--- src/frb_pkg.sv ---
// ---------------------------------------------------------------------------
// frb_pkg
// shared types and constants of the pcm frame ring buffer
// ---------------------------------------------------------------------------
package frb_pkg;

  localparam int DEF_SLOT_COUNT      = 1024;
  localparam int DEF_FRAME_BITS      = 32;
  localparam int DEF_MAX_READ        = 32;

  localparam int CFG_W   = 11;
  localparam int DATA_W  = 32;
  localparam int CNT_W   = 6;
  localparam int REQ_W   = 16;
  localparam int FILL_W  = 11;
  localparam int TOT_W   = 32;
  localparam int OP_W    = 2;

  localparam logic [CFG_W-1:0] CFG_RESET = 11'd1024;

  localparam int OQ_DEPTH = 4;
  localparam int QAW      = $clog2(OQ_DEPTH);
  localparam int QCW      = $clog2(OQ_DEPTH + 1);

  typedef enum logic [OP_W-1:0] {
    OP_WRITE = 2'd0,
    OP_READ  = 2'd1,
    OP_CLEAR = 2'd2
  } op_t;

  typedef enum logic {
    ST_IDLE,
    ST_READ
  } state_t;

  typedef struct packed {
    logic [DATA_W-1:0] frame_out;
    logic              is_status;
    logic [REQ_W-1:0]  frames_requested;
    logic [REQ_W-1:0]  frames_done;
    logic [FILL_W-1:0] fill_level;
    logic              overflow;
    logic              underflow;
    logic [TOT_W-1:0]  overflow_total;
    logic [TOT_W-1:0]  underflow_total;
    logic              last;
  } res_t;

endpackage

--- src/frb_outq.sv ---
// ---------------------------------------------------------------------------
// frb_outq
// small result queue between the control logic and the output channel
// ---------------------------------------------------------------------------
module frb_outq (
  input  logic                clk,
  input  logic                rst_n,
  input  logic                push,
  input  frb_pkg::res_t       push_item,
  input  logic                out_ready,
  output logic                out_valid,
  output frb_pkg::res_t       out_item,
  output logic [frb_pkg::QCW-1:0] count
);
  import frb_pkg::*;

  res_t           q_mem [OQ_DEPTH];
  logic [QAW-1:0] wp_r, wp_nxt;
  logic [QAW-1:0] rp_r, rp_nxt;
  logic [QCW-1:0] cnt_r, cnt_nxt;
  logic           pop;

  assign out_valid = (cnt_r != '0);
  assign out_item  = q_mem[rp_r];
  assign count     = cnt_r;
  assign pop       = out_valid & out_ready;

  always_comb begin
    wp_nxt  = push ? wp_r + QAW'(1) : wp_r;
    rp_nxt  = pop ? rp_r + QAW'(1) : rp_r;
    cnt_nxt = cnt_r + QCW'(push) - QCW'(pop);
  end

  always_ff @(posedge clk) begin
    if (push) begin
      q_mem[wp_r] <= push_item;
    end
  end

  always_ff @(posedge clk) begin
    if (!rst_n) begin
      wp_r  <= '0;
      rp_r  <= '0;
      cnt_r <= '0;
    end else begin
      wp_r  <= wp_nxt;
      rp_r  <= rp_nxt;
      cnt_r <= cnt_nxt;
    end
  end

endmodule

--- config.mk ---
export PLATFORM = sky130hd
export DESIGN_NAME = frb_outq
export DESIGN_NICKNAME = d
export VERILOG_FILES = /design/src/frb_pkg.sv /design/src/frb_outq.sv
export SDC_FILE = /design/constraint.sdc
export NUM_CORES = 1
export LEC_CHECK = 0
export BUFFER_PORTS_ARGS = -buffer_cell sky130_fd_sc_hd__buf_2
export CAP_MARGIN = 20
export CORE_MARGIN = 2
export CORE_UTILIZATION = 42
export DETAILED_ROUTE_END_ITERATION = 8
export PLACE_DENSITY_LB_ADDON = 0.12
export SLEW_MARGIN = 0
export SYNTH_ARGS = -nofsm -noshare
export SYNTH_HDL_FRONTEND = slang
export SYNTH_SLANG_ARGS = --single-unit
--- constraint.sdc ---
create_clock -name clk -period 5.8 [get_ports clk]
set_clock_uncertainty 0.05 [all_clocks]
set_input_delay 1.16 -clock clk [delete_from_list [all_inputs] [get_ports clk]]
set_output_delay 1.16 -clock clk [all_outputs]
set_load 0.02 [all_outputs]
==> impl_metrics.py, run 1 <==
metrics = {
    "run_status": {
        "outcome": "finished clean",
    },
    "place": {
        "gp_congestion": 0.714,
        "port_buffers": 293,
        "hpwl_um": 23700,
        "dpl.cell_count": 1736,
        "pre_cts_slack_ns": 2.35,
    },
    "timing": {
        "worst_pin_slew_ns": 1.02,
        "maxSlewViolCount": 0,
        "rsz0062_at_grt": "false",
        "max_slew_margin": 0.320,
        "finalHoldViolCount": 0,
        "setup_tns_ns": 0,
        "fin_crit_sh": 0.692,
        "period_needed_ns": 4.02,
        "setup_violations": 0,
        "worst_slack_ns": 1.78,
        "max_freq_mhz": 249,
    },
    "clock_tree": {
        "cts_tree": "built",
        "ctsRootBufferMaster": "clkbuf_16",
        "cts-hold-fix-buffers": 0,
        "h-tree-depth": 2,
        "clk_pin_slew_worst_paths_ns": 0.06,
        "post_cts_resized": 0,
        "cts_buffer_depth": 3,
        "clock-sinks": 581,
        "cts_setup_buffers": 0,
        "cts_buffers": 58,
        "worstSkewPairLatency_ns": 0.60,
    },
    "synth": {
        "ys_types": 19,
        "yosys.area.top_type": "edfxtp_1",
        "syn-mean-instance-area_um2": 26.6,
        "yosys-top-cells-area": "edfxtp_1, mux4_2, dfxtp_1",
        "synthFlopType": "edfxtp_1",
        "syn-num-nets": 945,
        "syn_inst": 791,
        "ys_seq_area_frac": 0.824,
        "ys_seq_elements": 581,
        "yosys_warnings": 0,
        "ys_async_sr_fraction": 0,
        "synth_top_area_frac": 0.815,
        "synth-edff-count": 572,
        "syn_area_mm2": 0.0211,
    },
    "routing": {
        "ant_nets": 0,
        "firstDrtPassIters": 4,
        "drt_iter0_markers": 428,
        "via_count": 9355,
        "drc": 0,
        "viasPerCell": 5.08,
        "wl_per_cell_um": 22.6,
        "drt-total-wl_um": 41600,
    },
    "global_route": {
        "grt_overflow": 0,
        "grt_pass1_wl_um": 63100,
        "grt_max_degree": 87,
        "grt_pass1_vias": 10082,
        "grt_usage": 0.162,
        "antenna_found_initial": 5,
    },
    "cells_and_area": {
        "layout_commonest_cell": "edfxtp_1",
        "n_fill_cell": 4010,
        "stdcell_count": 1841,
        "drive_gt1_frac": 0.455,
        "area_growth_pct": 19.9,
        "mostFrequentLayoutCells": "edfxtp_1, buf_2, mux4_2",
        "finalNetCount": 1278,
    },
    "floorplan": {
        "initial_utilization": 0.423,
        "rows": 82,
        "io_pins": 294,
        "die_w_um": 228,
        "dieArea_mm2": 0.0520,
        "fp.coreArea_mm2": 0.0499,
        "die_h_um": 228,
    },
    "worst_setup_path": {
        "cp.arrival_ns": 2.81,
        "required_ns": 4.59,
        "cp-start-kind": "flip-flop",
        "path_class": "reg -> out",
        "cp-end-kind": "output pin",
        "cp_max_fo": 68,
    },
    "power_and_ir_drop": {
        "power_mw": 10.6,
        "ir_worst_vdd_mv": 0.227,
        "power_density_mw_per_mm2": 421,
        "p_leak_nw": 8.40,
    },
    "hold_path": {
        "hp-class": "reg -> reg",
    },
    "run": {
        "maxCapViolations": 0,
    },
}
## cell type report
cell class | count | area (um^2) | area share
clock buffer | 79 | 1590 | 0.0631
antenna | 1 | 2.50 | 0.0000991
sequential | 581 | 17400 | 0.687
tap | 672 | 841 | 0.0333
multi-input combinational | 172 | 3500 | 0.138
inverter | 6 | 22.5 | 0.000892
timing repair buffer | 305 | 1640 | 0.0651
clock inverter | 25 | 294 | 0.0116
## worst paths after layout
check / slack, ns / endpoint / start / depth (start not counted)
max: 1.78 / out_item[59] / flip-flop / 3
min: 0.42 / flip-flop / rp_r[1] / 2
max reg2reg: 3.44 / q_mem[2][0] / wp_r[0] / 4
min reg2reg: 0.42 / flip-flop / rp_r[1] / 2
## synthesized netlist by cell type (2+ instances only)
| master | n |
|---|---|
| dfxtp_1 | 9 |
| clkbuf_1 | 7 |
| nand2_1 | 2 |
| mux2i_1 | 4 |
| edfxtp_1 | 572 |
| inv_1 | 6 |
| ha_1 | 6 |
| mux4_2 | 143 |
| nand2b_1 | 2 |
| buf_2 | 16 |
| and2_1 | 8 |
| buf_6 | 9 |
## sequential cells by signal (all words and copies together), names as in the netlist, named ones only
name and count:
count 3, q_mem 572, rp_r 2, wp_r 2
## worst max-delay path, cell delays in order (launching register included)
cell and delay, ns:
dfxtp_4 0.75, buf_12 0.48, mux4_2 0.61, buf_2 0.18
## power by group
part / leakage [nW] / internal, mW / switching [mW]
clock: 0.914 / 2.22 / 1.48
combinational: 2.15 / 0.854 / 1.15
sequential: 5.33 / 4.84 / 0.0968
total: 8.40 / 7.91 / 2.73
## routing by layer
layer	vias to the layer above	track usage	routed length, um
met5	-	0	52
met4	8	0.0398	692
met3	62	0.0478	2740
met2	243	0.261	20500
met1	4936	0.218	17600
li1	4106	-	-
## through the flow
step                       util  hold WS, ns  area [um^2]
final                     0.507        0.420        25300
after global routing      0.507        0.474        25300
after CTS                 0.507        0.420        25300
after detailed placement  0.469        0.411        23400
after global placement    0.469        0.400        23400
after floorplan               -        0.399        21100
## cells by family after synthesis
kind of cell               Yosys count  share of synthesized area
DFF                                581                      0.824
muxes                              147                      0.155
buffers and inverters               38                     0.0109
and+or+nand+nor                     14                    0.00392
adders and majority gates            7                    0.00451
AOI/OAI and AO/OA                    2                   0.000831
xor gates and xnor gates             2                    0.00148
Note: power is estimated with default switching activity, not from simulation.
==> run 2, diff against run 1 <==
Clock period 5.8 ns to 4.1 ns, I/O delays scaled along.
==> run 2 against run 1 <==
Critical path type unchanged. Sequential power grew 42%. Sequential share of layout area is 0.34 points lower. Critical endpoint is now out_item[123]. Core utilization grew 0.25 points.
==> impl_metrics.py, run 2 (same netlist as run 1, synthesis figures left out) <==
metrics = {
    "cells_and_area": {
        "utilization": 0.509,
        "drive_gt1_frac": 0.464,
        "mostFrequentLayoutCells": "edfxtp_1, buf_2, mux4_2",
        "seq_area_mm2": 0.0174,
        "largest_register_ffs": 572,
        "multi_input_comb_area_mm2": 0.00350,
        "area_growth_pct": 20.5,
        "finalNetCount": 1294,
        "regMostFlops": "q_mem",
        "n_fill_cell": 4052,
        "layout_commonest_cell": "edfxtp_1",
    },
    "timing": {
        "worst_pin_slew_ns": 0.788,
        "setup_violations": 0,
        "whs_ns": 0.378,
        "setup_tns_ns": 0,
        "fin_crit_sh": 0.805,
        "maxSlewViolCount": 0,
        "finalHoldViolCount": 0,
        "rsz0062_at_grt": "false",
        "max_slew_margin": 0.474,
        "period_needed_ns": 3.30,
        "max_freq_mhz": 303,
    },
    "global_route": {
        "grt_overflow": 0,
        "grt_usage": 0.163,
        "grt_pass1_wl_um": 63800,
        "grt_pass1_vias": 10127,
        "antenna_found_initial": 6,
        "grt_max_degree": 81,
    },
    "worst_setup_path": {
        "cp-start-kind": "flip-flop",
        "path_class": "reg -> out",
        "cp.arrival_ns": 2.43,
        "required_ns": 3.23,
        "cp-end-kind": "output pin",
        "cp_max_fo": 30,
    },
    "routing": {
        "ant_nets": 0,
        "drc": 0,
        "viasPerCell": 5.05,
        "firstDrtPassIters": 4,
        "drt-total-wl_um": 41900,
        "wl_per_cell_um": 22.5,
        "via_count": 9410,
        "drt_iter0_markers": 465,
    },
    "clock_tree": {
        "worstSkewPairLatency_ns": 0.60,
        "cts_setup_buffers": 0,
        "clk_pin_slew_worst_paths_ns": 0.06,
        "cts_buffers": 59,
        "clock-sinks": 581,
        "cts_tree": "built",
        "h-tree-depth": 2,
        "post_cts_resized": 0,
        "cts-hold-fix-buffers": 0,
        "ctsRootBufferMaster": "clkbuf_16",
        "cts_buffer_depth": 3,
    },
    "floorplan": {
        "die_w_um": 228,
        "die_h_um": 228,
        "rows": 82,
        "io_pins": 294,
        "dieArea_mm2": 0.0520,
        "initial_utilization": 0.423,
        "fp.coreArea_mm2": 0.0499,
    },
    "run": {
        "maxCapViolations": 0,
    },
    "power_and_ir_drop": {
        "power_density_mw_per_mm2": 587,
        "ir_worst_vdd_mv": 0.385,
        "p_leak_nw": 8.49,
        "power_mw": 14.9,
    },
    "hold_path": {
        "hp-class": "in -> reg",
    },
    "place": {
        "hpwl_um": 25500,
        "port_buffers": 293,
        "gp_congestion": 0.704,
    },
    "run_status": {
        "outcome": "finished clean",
    },
}
[run 2: cell count changes in the layout (fill, tap and decap cells not counted), sizes merged]
cell	change
clkinvlp	-2
bufinv	-4
clkbuf	-6
buf	+15
inv	+1
diode	+1
clkinv	+18
[run 2: where the power goes]
group | total, mW | internal, mW | switching, mW
Combinational | 2.89 | 1.27 | 1.62
Clock | 5.02 | 2.89 | 2.12
Sequential | 6.99 | 6.84 | 0.151
[run 2: final cells by class]
class | instances | area share
Sequential cell | 581 | 0.684
Inverter | 6 | 0.000887
Clock inverter | 38 | 0.00996
Clock buffer | 73 | 0.0619
Timing Repair Buffer | 320 | 0.0722
Antenna cell | 2 | 0.000197
Multi-Input combinational cell | 172 | 0.138
Tap cell | 672 | 0.0331
[run 2: path summary, 6_finish.rpt]
check | start | to | depth (start not counted) | slack [ns]
setup / recovery | flip-flop | out_item[123] | 3 | 0.80
hold / removal | push_item[65] | q_mem[1][65] | 1 | 0.38
setup reg to reg | count[1] | count[2] | 7 | 1.99
hold reg to reg | rp_r[1] | flip-flop | 2 | 0.42
[run 2: metrics by stage]
stage / cell area (um^2) / worst slack [ns] / std cells
floorplan: 21100 / 1.03 / 791
global placement: 23600 / 1.37 / 1751
detailed placement: 23600 / 1.33 / 1751
CTS: 25400 / 0.678 / 1862
global route: 25400 / 0.618 / 1862
finish: 25400 / 0.798 / 1864
[run 2: worst max-delay path: stages (launching register included)]
cell     delay, ns
dfxtp_4       0.71
buf_12        0.34
mux4_2        0.56
buf_2         0.18
[run 2: metal layers]
| layer | global-route usage | vias up | wire (um) |
|---|---|---|---|
| li1 | - | 4134 | - |
| met1 | 0.223 | 4996 | 18200 |
| met2 | 0.263 | 216 | 20600 |
| met3 | 0.0410 | 58 | 2250 |
| met4 | 0.0480 | 6 | 801 |
| met5 | 0 | - | 34 |
==> run 3, diff against run 2 <==
Settings changed: ABC_AREA set to 1.
Clock period 4.1 ns to 2.77 ns, I/O delays scaled along.
==> run 3 against run 2 <==
Combinational power increased by 100%. Non-clock buffer count rose by 20. Global-route usage rose by 2.8 points. Sequential share of layout area is 2.3 points lower. Wire length grew 31%. Critical path type unchanged.
==> impl_metrics.py, run 3 <==
metrics = {
    "worst_setup_path": {
        "cp-start-kind": "flip-flop",
        "path_class": "reg -> out",
        "cp_slowest_cell": "dfxtp_4",
        "required_ns": 2.17,
        "crit_chain": "buf_8 > buf_16 > o21ai_0 > o22ai_1 > buf_2",
        "cp_max_fo": 45,
        "cp_num_buf_inv": 3,
        "max_stage_delay_ns": 0.45,
        "cp_top_family": "buffers and inverters",
        "cp-end-kind": "output pin",
        "cp.arrival_ns": 2.10,
    },
    "clock_tree": {
        "worstSkewPairLatency_ns": 0.61,
        "cts_tree": "built",
        "cts_buffer_depth": 3,
        "clk_pin_slew_worst_paths_ns": 0.06,
        "cts_buffers": 58,
        "clock-sinks": 581,
        "ctsRootBufferMaster": "clkbuf_16",
        "h-tree-depth": 2,
    },
    "floorplan": {
        "die_w_um": 231,
        "io_pins": 294,
        "fp.coreArea_mm2": 0.0512,
        "die_h_um": 231,
        "dieArea_mm2": 0.0534,
        "initial_utilization": 0.423,
        "rows": 83,
    },
    "timing": {
        "max_freq_mhz": 370,
        "worst_slack_ns": 0.0673,
        "setup_tns_ns": 0,
        "max_slew_margin": 0.531,
        "maxSlewViolCount": 0,
        "finalHoldViolCount": 0,
        "fin_crit_sh": 0.976,
        "rsz0062_at_grt": "true",
        "setup_violations": 0,
        "worst_pin_slew_ns": 0.704,
        "period_needed_ns": 2.70,
    },
    "power_and_ir_drop": {
        "seq_power_share": 0.430,
        "p_leak_nw": 9.18,
        "p_switching_mw": 7.42,
        "pwr-share-clk": 0.320,
        "ir_worst_vdd_mv": 0.593,
        "p_comb_frac": 0.250,
        "internal-power_mw": 16.3,
        "power_density_mw_per_mm2": 903,
        "netSwitchingFraction": 0.313,
    },
    "global_route": {
        "antenna_found_initial": 19,
        "grt_max_degree": 91,
        "grt.met1_usage": 0.258,
        "busiest_layer": "met2",
        "grt_pass1_vias": 12544,
        "met3_usage": 0.0627,
        "gr-usage-met2": 0.300,
        "grt_overflow": 0,
        "grt_pass1_wl_um": 77800,
        "grt_usage": 0.192,
    },
    "synth": {
        "synth-edff-count": 572,
        "yosys_warnings": 0,
        "ys_async_sr_fraction": 0,
        "syn-mean-instance-area_um2": 15.0,
        "synth_top_area_frac": 0.793,
        "synthTopCellsByCount": "edfxtp_1, nor2_1, o21ai_0",
        "ys_seq_elements": 581,
        "yosys.area.top_type": "edfxtp_1",
        "synthFlopType": "edfxtp_1",
        "syn_area_mm2": 0.0217,
        "syn-num-nets": 1597,
        "ys_types": 20,
        "yosys-top-cells-area": "edfxtp_1, o21ai_0, nor2_1",
        "syn_inst": 1443,
        "ys_seq_area_frac": 0.801,
        "yosysMostFrequentCell": "edfxtp_1",
    },
    "place": {
        "pre_cts_slack_ns": 0.518,
        "hpwl_um": 28300,
        "dpl.cell_count": 2352,
        "port_buffers": 293,
        "gp_congestion": 0.763,
    },
    "routing": {
        "via_count": 13213,
        "drc": 0,
        "viasPerCell": 5.32,
        "drt-total-wl_um": 55100,
        "drt_iter0_markers": 962,
        "firstDrtPassIters": 5,
        "ant_nets": 0,
        "wl_per_cell_um": 22.2,
    },
    "run_status": {
        "outcome": "finished clean",
    },
    "cells_and_area": {
        "largest_register_ffs": 572,
        "layout_commonest_cell": "edfxtp_1",
        "mostFrequentLayoutCells": "edfxtp_1, nor2_1, buf_2",
        "area_growth_pct": 21.2,
        "drive_gt1_frac": 0.249,
        "stdcell_count": 2483,
        "finalNetCount": 1904,
        "regMostFlops": "q_mem",
    },
    "hold_path": {
        "hp-class": "in -> reg",
    },
    "run": {
        "maxCapViolations": 0,
    },
}
run 3: timing repair:
item / CTS / global route
gates cloned: 3 / 8
hold buffers: 0 / 0
resized for setup: 11 / 19
setup buffers: 1 / 6
setup endpoints to repair: 90 / 105
run 3: cell families (layout without fill, tap and decap cells):
| family | after synthesis | after routing | share of synthesized area |
|---|---|---|---|
| adder cells (fa/ha/maj) | 7 | 7 | 0.00439 |
| AND/OR/NAND/NOR | 307 | 307 | 0.0533 |
| buffers and inverters | 111 | 465 | 0.0319 |
| AO/OA/AOI/OAI | 437 | 437 | 0.109 |
| other | 0 | 6 | 0 |
| flip-flops | 581 | 581 | 0.801 |
run 3: path summary, 6_finish.rpt:
kind / startpoint / end / slack (ns) / depth (start not counted)
hold / removal: push_item[138] / q_mem[2][138] / 0.11 / 1
setup reg to reg: count[1] / count[2] / 0.89 / 9
setup / recovery: flip-flop / out_item[81] / 0.07 / 5
hold reg to reg: rp_r[0] / rp_r[0] / 0.45 / 2
run 3: layer usage:
layer,vias to the layer above,share of wire
li1,6107,-
met1,6619,0.43
met2,364,0.47
met3,95,0.074
met4,28,0.020
met5,-,0.0033
run 3: layout make-up:
cell class,instances,area [um^2]
inverter,17,113
timing repair buffer,340,2380
multi-input combinational,751,3700
tap,680,851
clock inverter,39,314
clock buffer,68,1510
antenna,6,15.0
fill,4354,24900
sequential,581,17400
timing repair inverter,1,11.3
run 3: stage by stage:
| step | area, um^2 | power, mW | util | hold WS, ns |
|---|---|---|---|---|
| after floorplan | 21800 | 13.9 | - | 0.398 |
| after global placement | 24000 | 15.7 | 0.468 | 0.419 |
| after detailed placement | 24000 | 15.7 | 0.468 | 0.445 |
| after CTS | 25900 | 23.6 | 0.507 | 0.0652 |
| after global routing | 26300 | 24.7 | 0.513 | 0.0769 |
| final | 26300 | 23.7 | 0.513 | 0.107 |
run 3: power groups by stage:
stage,combinational [mW],clock [mW],sequential [mW]
after floorplan,3.49,0,10.4
after global placement,5.30,0,10.4
after detailed placement,5.35,0,10.4
after CTS,5.57,7.78,10.2
after global routing,6.42,8.08,10.2
final,5.92,7.58,10.2
